**config.mk**
```make
export PLATFORM = sky130hd
export DESIGN_NAME = drive_command_frame_parser_top_flat
export DESIGN_NICKNAME = d
export VERILOG_FILES = /design/src/hdl/dcfp_pkg.sv /design/src/hdl/dcfp_if.sv /design/src/hdl/dcfp_front.sv /design/src/hdl/dcfp_queue.sv /design/src/hdl/dcfp_back.sv /design/src/hdl/drive_command_frame_parser_top.sv /design/src/flat_wrapper.sv
export SDC_FILE = /design/constraint.sdc
export NUM_CORES = 1
export LEC_CHECK = 0
export BUFFER_PORTS_ARGS = -buffer_cell sky130_fd_sc_hd__buf_2
export CORE_MARGIN = 1
export CORE_UTILIZATION = 45
export DETAILED_ROUTE_END_ITERATION = 10
export PLACE_DENSITY = 0.61
export SYNTH_ARGS = -nofsm -noshare
export SYNTH_HDL_FRONTEND = slang
export SYNTH_SLANG_ARGS = --single-unit
export TNS_END_PERCENT = 100
```
**constraint.sdc**
```tcl
create_clock -name clk -period 15.1 [get_ports clk]
set_input_delay 0.755 -clock clk [delete_from_list [all_inputs] [get_ports clk]]
set_output_delay 0.755 -clock clk [all_outputs]
set_load 0.01 [all_outputs]
```
**src/hdl/dcfp_pkg.sv**
```systemverilog
// shared types and constants of the drive command frame parser
`default_nettype none
package dcfp_pkg;

	localparam logic [7:0] HEADER_BYTE = 8'hAA;
	localparam logic [2:0] CHECK_POS   = 3'd5;
	localparam logic [2:0] FIRST_POS   = 3'd1;
	localparam int unsigned QUEUE_DEPTH = 2;
	localparam int unsigned QUEUE_AW    = $clog2(QUEUE_DEPTH);

	typedef logic [7:0]         byte_t;
	typedef logic signed [15:0] field_t;
	typedef logic signed [16:0] target_t;

	// decoded frame handed from front to back
	typedef struct packed {
		field_t speed;
		field_t turn;
	} frame_t;

	// queue status seen by both sides
	typedef struct packed {
		logic full;
		logic empty;
	} q_stat_t;

endpackage
`default_nettype wire

```
**src/hdl/dcfp_if.sv**
```systemverilog
// valid/ready channels for received bytes and wheel targets
`default_nettype none
interface dcfp_byte_if;
	import dcfp_pkg::*;
	logic  valid;
	logic  ready;
	byte_t rx_byte;
	modport source (output valid, output rx_byte, input ready);
	modport sink (input valid, input rx_byte, output ready);
endinterface

interface dcfp_target_if;
	import dcfp_pkg::*;
	logic    valid;
	logic    ready;
	target_t left_target;
	target_t right_target;
	field_t  forward_speed;
	field_t  turn_rate;
	modport source (output valid, output left_target, output right_target,
		output forward_speed, output turn_rate, input ready);
	modport sink (input valid, input left_target, input right_target,
		input forward_speed, input turn_rate, output ready);
endinterface
`default_nettype wire

```
**src/hdl/dcfp_front.sv**
```systemverilog
// front end: header hunt, payload capture and checksum test
`default_nettype none
module dcfp_front (
	input  wire logic            clk,
	input  wire logic            arst_n,
	dcfp_byte_if.sink            rx,
	input  wire dcfp_pkg::q_stat_t q_stat,
	output logic                 push,
	output dcfp_pkg::frame_t     push_frame
);
	import dcfp_pkg::*;

	logic       in_frame_q;
	logic [2:0] pos_q;
	byte_t      sum_q;
	byte_t      payload_q [4];
	logic       accept;
	logic       at_check;
	logic [1:0] slot;

	// a beat is taken whenever the queue has room
	assign rx.ready = !q_stat.full;
	assign accept   = rx.valid && rx.ready;
	assign at_check = (pos_q >= CHECK_POS);
	assign slot     = (pos_q == 3'd0) ? 2'd0 : 2'(pos_q - 3'd1);

	// good checksum hands the decoded frame on
	assign push = accept && in_frame_q && at_check && (rx.rx_byte == sum_q);
	assign push_frame.speed = field_t'({payload_q[1], payload_q[0]});
	assign push_frame.turn  = field_t'({payload_q[3], payload_q[2]});

	// frame tracking
	always_ff @(posedge clk or negedge arst_n) begin
		if (!arst_n) begin
			in_frame_q <= 1'b0;
			pos_q      <= 3'd0;
			sum_q      <= '0;
		end else if (accept) begin
			if (!in_frame_q) begin
				if (rx.rx_byte == HEADER_BYTE) begin
					in_frame_q <= 1'b1;
					pos_q      <= FIRST_POS;
					sum_q      <= HEADER_BYTE;
				end
			end else if (!at_check) begin
				sum_q <= sum_q + rx.rx_byte;
				pos_q <= 3'({1'b0, slot} + 3'd2);
			end else begin
				in_frame_q <= 1'b0;
				pos_q      <= 3'd0;
				sum_q      <= '0;
			end
		end
	end

	// payload capture
	always_ff @(posedge clk) begin
		if (accept && in_frame_q && !at_check) begin
			payload_q[slot] <= rx.rx_byte;
		end
	end

endmodule
`default_nettype wire

```
**src/hdl/dcfp_queue.sv**
```systemverilog
// short queue of decoded frames between front and back
`default_nettype none
module dcfp_queue (
	input  wire logic              clk,
	input  wire logic              arst_n,
	input  wire logic              push,
	input  wire dcfp_pkg::frame_t  push_frame,
	input  wire logic              pop,
	output dcfp_pkg::frame_t       pop_frame,
	output dcfp_pkg::q_stat_t      q_stat
);
	import dcfp_pkg::*;

	localparam logic [QUEUE_AW:0] DEPTH_C = (QUEUE_AW + 1)'(QUEUE_DEPTH);

	frame_t              mem_q [QUEUE_DEPTH];
	logic [QUEUE_AW-1:0] wr_ptr_q;
	logic [QUEUE_AW-1:0] rd_ptr_q;
	logic [QUEUE_AW:0]   count_q;

	assign q_stat.full  = (count_q == DEPTH_C);
	assign q_stat.empty = (count_q == '0);
	assign pop_frame    = mem_q[rd_ptr_q];

	// pointers and fill count
	always_ff @(posedge clk or negedge arst_n) begin
		if (!arst_n) begin
			wr_ptr_q <= '0;
			rd_ptr_q <= '0;
			count_q  <= '0;
		end else begin
			if (push) wr_ptr_q <= wr_ptr_q + 1'b1;
			if (pop)  rd_ptr_q <= rd_ptr_q + 1'b1;
			case ({push, pop})
				2'b10:   count_q <= count_q + 1'b1;
				2'b01:   count_q <= count_q - 1'b1;
				default: count_q <= count_q;
			endcase
		end
	end

	// storage
	always_ff @(posedge clk) begin
		if (push) mem_q[wr_ptr_q] <= push_frame;
	end

endmodule
`default_nettype wire

```
**src/hdl/dcfp_back.sv**
```systemverilog
// back end: wheel target sums into the output register
`default_nettype none
module dcfp_back (
	input  wire logic              clk,
	input  wire logic              arst_n,
	input  wire dcfp_pkg::q_stat_t q_stat,
	input  wire dcfp_pkg::frame_t  pop_frame,
	output logic                   pop,
	dcfp_target_if.source          tx
);
	import dcfp_pkg::*;

	logic    valid_q;
	target_t left_q;
	target_t right_q;
	field_t  speed_q;
	field_t  turn_q;
	target_t speed_x;
	target_t turn_x;

	// load when the output register is free or being emptied
	assign pop     = !q_stat.empty && (!valid_q || tx.ready);
	assign speed_x = target_t'(pop_frame.speed);
	assign turn_x  = target_t'(pop_frame.turn);

	always_ff @(posedge clk or negedge arst_n) begin
		if (!arst_n) begin
			valid_q <= 1'b0;
		end else if (pop) begin
			valid_q <= 1'b1;
		end else if (tx.ready) begin
			valid_q <= 1'b0;
		end
	end

	// result payload
	always_ff @(posedge clk) begin
		if (pop) begin
			left_q  <= speed_x + turn_x;
			right_q <= turn_x - speed_x;
			speed_q <= pop_frame.speed;
			turn_q  <= pop_frame.turn;
		end
	end

	assign tx.valid         = valid_q;
	assign tx.left_target   = left_q;
	assign tx.right_target  = right_q;
	assign tx.forward_speed = speed_q;
	assign tx.turn_rate     = turn_q;

endmodule
`default_nettype wire

```
**src/hdl/drive_command_frame_parser_top.sv**
```systemverilog
// Drive command frame parser, top level.
// rx: one received serial byte per beat (valid/ready). The parser hunts for
// header 0xAA, then takes four payload bytes and a checksum byte equal to
// the 8-bit sum of header and payload. A matching frame yields one beat on
// tx: left_target = speed + turn, right_target = turn - speed (17 bits,
// no saturation), plus the decoded little-endian speed and turn.
// A bad checksum drops the frame with no beat; the parser hunts again.
// Throughput: one byte per cycle. The front takes bytes while a two-entry
// frame queue has room; the back moves a frame into the output register.
// A good frame is written into the queue as its checksum beat is taken and
// is then loaded into the output register, which sets tx valid, once free.
// When tx stalls, the output register holds and the queue fills; with the
// queue full rx.ready drops until the back drains an entry.
// Reset (arst_n low) returns to hunting and empties queue and output.
`default_nettype none
module drive_command_frame_parser_top (
	input  wire logic     clk,
	input  wire logic     arst_n,
	dcfp_byte_if.sink     rx,
	dcfp_target_if.source tx
);
	import dcfp_pkg::*;

	q_stat_t q_stat;
	logic    push;
	logic    pop;
	frame_t  push_frame;
	frame_t  pop_frame;

	dcfp_front u_front (
		.clk        (clk),
		.arst_n     (arst_n),
		.rx         (rx),
		.q_stat     (q_stat),
		.push       (push),
		.push_frame (push_frame)
	);

	dcfp_queue u_queue (
		.clk        (clk),
		.arst_n     (arst_n),
		.push       (push),
		.push_frame (push_frame),
		.pop        (pop),
		.pop_frame  (pop_frame),
		.q_stat     (q_stat)
	);

	dcfp_back u_back (
		.clk       (clk),
		.arst_n    (arst_n),
		.q_stat    (q_stat),
		.pop_frame (pop_frame),
		.pop       (pop),
		.tx        (tx)
	);

`ifndef NO_ASSERTIONS
	// no frame written into a full queue
	a_no_overflow: assert property (@(posedge clk) disable iff (!arst_n)
		push |-> !q_stat.full) else $error("frame pushed into full queue");

	// no frame read from an empty queue
	a_no_underflow: assert property (@(posedge clk) disable iff (!arst_n)
		pop |-> !q_stat.empty) else $error("frame popped from empty queue");

	// left target agrees with the decoded fields
	a_left_sum: assert property (@(posedge clk) disable iff (!arst_n)
		tx.valid |-> (tx.left_target ==
			(target_t'(tx.forward_speed) + target_t'(tx.turn_rate))))
		else $error("left target mismatch");

	// right target agrees with the decoded fields
	a_right_diff: assert property (@(posedge clk) disable iff (!arst_n)
		tx.valid |-> (tx.right_target ==
			(target_t'(tx.turn_rate) - target_t'(tx.forward_speed))))
		else $error("right target mismatch");
`endif

endmodule
`default_nettype wire

```
**src/flat_wrapper.sv**
```systemverilog
// flat-port wrapper written by rule: the top's interface ports become plain ports
module drive_command_frame_parser_top_flat import dcfp_pkg::*;
  (clk, arst_n, rx_valid, rx_rx_byte, rx_ready, tx_valid, tx_left_target, tx_right_target, tx_forward_speed, tx_turn_rate, tx_ready);
  dcfp_byte_if rx_i ();
  dcfp_target_if tx_i ();
  input  wire logic clk;
  input  wire logic arst_n;
  input wire logic [$bits(rx_i.valid)-1:0] rx_valid;
  input wire logic [$bits(rx_i.rx_byte)-1:0] rx_rx_byte;
  output wire logic [$bits(rx_i.ready)-1:0] rx_ready;
  output wire logic [$bits(tx_i.valid)-1:0] tx_valid;
  output wire logic [$bits(tx_i.left_target)-1:0] tx_left_target;
  output wire logic [$bits(tx_i.right_target)-1:0] tx_right_target;
  output wire logic [$bits(tx_i.forward_speed)-1:0] tx_forward_speed;
  output wire logic [$bits(tx_i.turn_rate)-1:0] tx_turn_rate;
  input wire logic [$bits(tx_i.ready)-1:0] tx_ready;
  assign rx_i.valid = rx_valid;
  assign rx_i.rx_byte = rx_rx_byte;
  assign rx_ready = rx_i.ready;
  assign tx_valid = tx_i.valid;
  assign tx_left_target = tx_i.left_target;
  assign tx_right_target = tx_i.right_target;
  assign tx_forward_speed = tx_i.forward_speed;
  assign tx_turn_rate = tx_i.turn_rate;
  assign tx_i.ready = tx_ready;
  drive_command_frame_parser_top u_core (.clk(clk), .arst_n(arst_n), .rx(rx_i), .tx(tx_i));
endmodule
```
Word level (Yosys, flattened, before mapping)
Memories as Yosys holds them, arrays and structs flattened.
Index checks and enable logic that the tools add are counted.
{ "totals": {"regBits": 83, "latchBits": 0, "ram_bits": 96, "rom_bits": 0, "output_inout_bits": 68, "elab_cells": 62, "mem_count": 2} }
{ "op_classes": {"addsub": 9, "mul": 0, "n_div": 0, "magnitude_cmp": 1, "eq_ne": 5, "shift": 0, "muxes": 17, "bitwise": 0, "reduce_logical": 17} }
{ "mem_list": {"columns": ["memory", "words", "word_bits", "rd", "rd_clocked_by_memory_dff", "write_ports", "line_no", "text"], "rows": [
  ["u_core.u_queue.mem_q", 2, 32, 1, 0, 1, "dcfp_queue.sv:16", "frame_t mem_q [QUEUE_DEPTH];"],
  ["u_core.u_front.payload_q", 4, 8, 4, 0, 1, "dcfp_front.sv:16", "byte_t payload_q [4];"]
]} }
{ "ops": {"columns": ["operator", "n"], "rows": [
  ["two-way mux 8 bit", 3],
  ["adder 16 x 16 -> 17 bit", 1],
  ["subtractor 16 x 16 -> 17 bit", 1],
  ["two-way mux 1 bit", 9],
  ["two-way mux 3 bit", 3],
  ["adder 8 bit", 1],
  ["== test 8 bit", 1],
  ["== test 8 bit (second input constant)", 1],
  ["logical AND 1 bit", 6],
  ["nonzero test 2 bit", 3],
  ["== test 2 bit (second input constant)", 2],
  ["zero test 1 bit", 4],
  ["case mux 2 bit (2 select lines)", 1],
  ["subtractor 2 x 1 -> 2 bit (second input constant)", 2],
  ["adder 2 x 2 -> 3 bit (second input constant)", 1],
  [">= comparator 3 bit (second input constant)", 1],
  ["zero test 3 bit", 1],
  ["adder 1 bit (second input constant)", 2],
  ["adder 2 x 1 -> 2 bit (second input constant)", 1],
  ["== test 2 x 1 -> 1 bit (second input constant)", 1],
  ["zero test 2 bit", 1],
  ["two-way mux 2 bit", 1],
  ["AND reduction 2 bit", 1],
  ["logical OR 1 bit", 1]
]} }

Logic depth before layout (Yosys ltp)
{ "depth": {"depth_word": 8, "ltp_mapped": 13} }

Hierarchy
Synthesis repeated with hierarchy kept, for this count alone.
{ "hier_totals": {"hier_cells": 551, "area_unflattened_um2": 8095.3} }
{ "modules_own_cells": {"columns": ["module", "n_inst", "cells_each", "area_each_um2", "seq_area_each_um2"], "rows": [
  ["dcfp_back", 1, 299, 3572.2, 1976.9],
  ["dcfp_queue", 1, 116, 2646.3, 2021.9],
  ["dcfp_front", 1, 136, 1876.8, 1261.2]
]} }

Least setup slack after synthesis
Ideal clock, no wire load.
{ "synth_timing": {"kind": "input -> register", "start": "input tx_ready", "end": "register u_core.u_queue.count_q[1]", "arrival_time_ns": 5.004, "t_required_ns": 15.021, "slack_ns": 10.017, "path_stages": 5, "path_buffers": 0, "cell_sequence": "inv_1 > a21oi_1 > ha_1 > nor2_1 > xor2_1"} }
{ "synth_between": {"elab_chain_cells": 4, "word_cells_on_any_way": 6, "classes_between": "eq/ne: 2; mux: 1; reduce/logical: 3"} }
{ "synth_rtl": {"columns": ["element", "line_no", "text"], "rows": [
  ["from (decl)", "flat_wrapper.sv:16", "input wire logic [$bits(tx_i.ready)-1:0] tx_ready;"],
  ["logical OR 1 bit *", "dcfp_back.sv:22", "assign pop = !q_stat.empty && (!valid_q || tx.ready);"],
  ["logical AND 1 bit *", "dcfp_back.sv:22", null],
  ["named net u_core.pop", "drive_command_frame_parser_top.sv:26", "logic pop;"],
  ["== test 2 x 1 -> 1 bit or == test 2 bit (tied branches)", "dcfp_queue.sv:34", "case ({push, pop})"],
  ["case mux 2 bit (2 select lines) or nonzero test 2 bit (tied branches)", null, null],
  ["to (signal assigned)", "dcfp_queue.sv:35", "2'b10: count_q <= count_q + 1'b1;"],
  ["to (signal assigned)", "dcfp_queue.sv:36", "2'b01: count_q <= count_q - 1'b1;"],
  ["to (signal assigned)", "dcfp_queue.sv:37", "default: count_q <= count_q;"],
  ["to (decl)", "dcfp_queue.sv:19", "logic [QUEUE_AW:0] count_q;"]
]} }
Mark *: on every way through the listed nets, which the timed path passes. The rest lies on a longest branch.
A chain may end at the register's enable or synchronous reset.

==> results.json <==
{
  "path_clk_slew_ns": 0.07,
  "dieHeight_um": 135,
  "path_max_fanout": 22,
  "grt_max_degree": 68,
  "grt_setup_unrepaired": "no",
  "grtUsageMet2": 0.270,
  "seq_area_frac_synth": 0.656,
  "cts_resized": 0,
  "clkSinkCount": 178,
  "tightest_slew_ns": 1.23,
  "ioPinCount": 80,
  "ir_drop_mv": 0.123,
  "period_share": 0.228,
  "cpPeakStageDelay_ns": 0.68,
  "dr.pass1.iters": 4,
  "grt.overflow.total": 0,
  "gp_congestion": 0.887,
  "timing.rr.start": "u_core.u_queue.rd_ptr_q",
  "crit_path_top_delay_cell": "dfrtp_1",
  "via_per_inst": 5.18,
  "grt.met3_usage": 0.0393,
  "post_dp_cell_area_um2": 8640,
  "endpoint_kind": "flop",
  "status": "finished clean",
  "rows": 48,
  "syn_avg_cell_area_um2": 14.4,
  "p_per_area_nw_per_um2": 201,
  "core_area_um2": 17400,
  "grt_pass1_vias": 4454,
  "synth_top_area_share": 0.603,
  "synth_flop_cell": "edfxtp_1",
  "p_leak_nw": 3.56,
  "die-area_um2": 18400,
  "yosysWarnings": 0,
  "fin_tns_setup_ns": 0,
  "final-setup-viol-count": 0,
  "diodes": 0,
  "area_delta_synth_final_pct": 15.5,
  "ctsHoldBuffers": 0,
  "gr-usage-met1": 0.224,
  "wl_per_cell_um": 16.8,
  "r2r-end": "u_core.u_back.tx.right_target[14]",
  "ys_seq_elements": 178,
  "drtIter0Drc": 222,
  "maxSlewViolCount": 0,
  "synth_area_um2": 8020,
  "yosysUniqueCellTypes": 69,
  "start_kind": "flop",
  "layout.cells.non_filler": 878,
  "cap_violations": 0,
  "track_usage": 0.171,
  "cts_max_path_buffers": 2,
  "cp_top_family": "compound AO/OA/AOI/OAI gates",
  "postRouteAntennaNets": 0,
  "fin_skew_ns": 0.00886,
  "fin_crit_ns": 3.44,
  "post-dp-hpwl_mm": 10.6,
  "path_class": "reg -> reg",
  "dp_slack_ns": 11.66,
  "cts_buffers": 17,
  "grt_pass1_wl_mm": 23.1,
  "syn-instance-count": 557,
  "clock_latency_ns": 0.43,
  "arrival_ns": 3.61,
  "cp.required_ns": 15.27,
  "syn_nets": 612,
  "maxSlewHeadroom": 0.177,
  "hp-class": "in -> async",
  "async_flop_share": 0.0955,
  "top_usage_layer": "met2",
  "start_util": 0.462,
  "drive_above_1_share": 0.233,
  "crit_chain": "buf_4, mux2_2, ha_1, a21oi_1, nor2_1, a211oi_1, o21a_2, o21ai_2, o311a_1",
  "hold_viol": 0,
  "fin_nets": 695,
  "cp_num_buf_inv": 1,
  "finalWirelength_mm": 14.8,
  "reg2reg_setup_slack_ns": 11.66,
  "htreeDepth": 4,
  "root_buffer": "clkbuf_16",
  "synth_edf_count": 161,
  "worst_slack_ns": 11.66,
  "synth_top_cells_by_area": "edfxtp_1, ha_1, dfrtp_1",
  "die_x_um": 135,
  "drc": 0,
  "cts_tree": "yes",
  "final_area_um2": 9260,
  "r2r_cells": 9,
  "cts_setup_buffers": 0,
  "max_freq_ghz": 0.291,
  "vias": 4549,
  "antenna_found_initial": 0,
  "synth_top_area_cell": "edfxtp_1",
  "portBuffers": 79,
  "dp.cells": 846
}
==> cell type report <==
| class | instances | area (µm²) |
|---|---|---|
| clock buffers | 17 | 425 |
| clock inverters | 15 | 195 |
| fillers | 1443 | 8100 |
| inverters | 43 | 161 |
| multi-input cells | 316 | 2500 |
| flip-flops and latches | 178 | 5260 |
| well taps | 225 | 282 |
| repair buffers | 84 | 433 |
==> cells in the mapped netlist (3+ instances only) <==
| master | instances |
|---|---|
| o21ai_0 | 16 |
| o21bai_1 | 4 |
| mux2_2 | 15 |
| xor2_1 | 8 |
| fa_1 | 3 |
| ha_1 | 40 |
| xnor2_1 | 26 |
| edfxtp_1 | 161 |
| clkbuf_1 | 6 |
| mux2i_1 | 18 |
| nand2b_1 | 6 |
| nor3b_1 | 4 |
| dfrtp_1 | 17 |
| nand2_1 | 18 |
| nor2b_1 | 9 |
| inv_1 | 41 |
| a211oi_1 | 4 |
| a21o_1 | 5 |
| nor4_1 | 5 |
| buf_4 | 4 |
| o211ai_1 | 3 |
| a21oi_1 | 26 |
| o21a_1 | 4 |
| nor2_1 | 30 |
| nand3_1 | 9 |
| buf_2 | 8 |
| o31ai_1 | 3 |
| nor3_1 | 11 |
| nand4_1 | 4 |
| o21ai_1 | 4 |
==> logic make-up after synthesis <==
| family | share of synthesized area |
|---|---|
| buf+inv | 0.0336 |
| mux | 0.0435 |
| simple gates | 0.0677 |
| xor+xnor | 0.0371 |
| flops | 0.656 |
| fa+ha+maj | 0.0699 |
| compound gates | 0.0921 |
==> power by group <==
part / switching (mW) / total [mW] / leakage (nW) / internal [mW]
registers: 0.0420 / 0.727 / 1.70 / 0.685
logic: 0.403 / 0.675 / 1.55 / 0.272
clock network: 0.193 / 0.460 / 0.303 / 0.266
==> registers in the layout, indices dropped and copies added, names as in the netlist <==
signal / cells
u_core.u_back.tx.left_target: 17
u_core.u_queue.count_q: 2
u_core.u_front.payload_q: 32
u_core.u_queue.mem_q: 64
u_core.u_front.sum_q: 8
u_core.u_back.tx.right_target: 16
u_core.u_queue.wr_ptr_q: 1
u_core.u_back.tx.valid: 1
u_core.u_front.in_frame_q: 1
u_core.u_queue.rd_ptr_q: 1
u_core.u_front.pos_q: 3
u_core.u_back.tx.forward_speed: 16
u_core.u_back.tx.turn_rate: 16
==> placed cells by master (no fill, tap or decap), types with 11 or more instances in the layout <==
cell type  netlist  layout
nor2_1          30      28
a21oi_1         26      25
buf_2            8      79
inv_1           41      41
nand2_1         18      18
edfxtp_1       161     161
xnor2_1         26      26
clkbuf_16        0      17
o21ai_0         16      16
mux2_2          15      15
ha_1            40      40
dfrtp_1         17      17
mux2i_1         18      18
nor3_1          11      11
==> metrics by stage <==
step | hold slack, ns | total power, mW | utilization
after detailed placement | 0.431 | 1.42 | 0.498
after global placement | 0.424 | 1.40 | 0.498
after global routing | 0.263 | 1.97 | 0.534
final | 0.259 | 1.86 | 0.534
after CTS | 0.244 | 1.88 | 0.534
after floorplan | 0.421 | 1.23 | -
==> worst max-delay path by stage <==
stage                            start                                end  slack, ns  cells past startpoint
2_1_floorplan                 tx_ready          u_core.u_queue.count_q[1]      10.02                      5
3_3_place_gp   u_core.u_queue.rd_ptr_q  u_core.u_back.tx.right_target[15]      11.75                      8
3_5_place_dp   u_core.u_queue.rd_ptr_q  u_core.u_back.tx.right_target[15]      11.66                      8
4_1_cts        u_core.u_queue.rd_ptr_q  u_core.u_back.tx.right_target[15]      11.65                      8
5_1_grt        u_core.u_queue.rd_ptr_q  u_core.u_back.tx.right_target[14]      11.46                      9
6_report       u_core.u_queue.rd_ptr_q  u_core.u_back.tx.right_target[14]      11.66                      9
==> routing by layer <==
| metal | part of all wire | up-vias |
|---|---|---|
| met1 | 0.47 | 2180 |
| met3 | 0.038 | 22 |
| li1 | - | 2230 |
| met2 | 0.48 | 117 |
| met4 | 0.020 | 0 |
| met5 | 0 | - |
(Power assumes the default switching activity.)
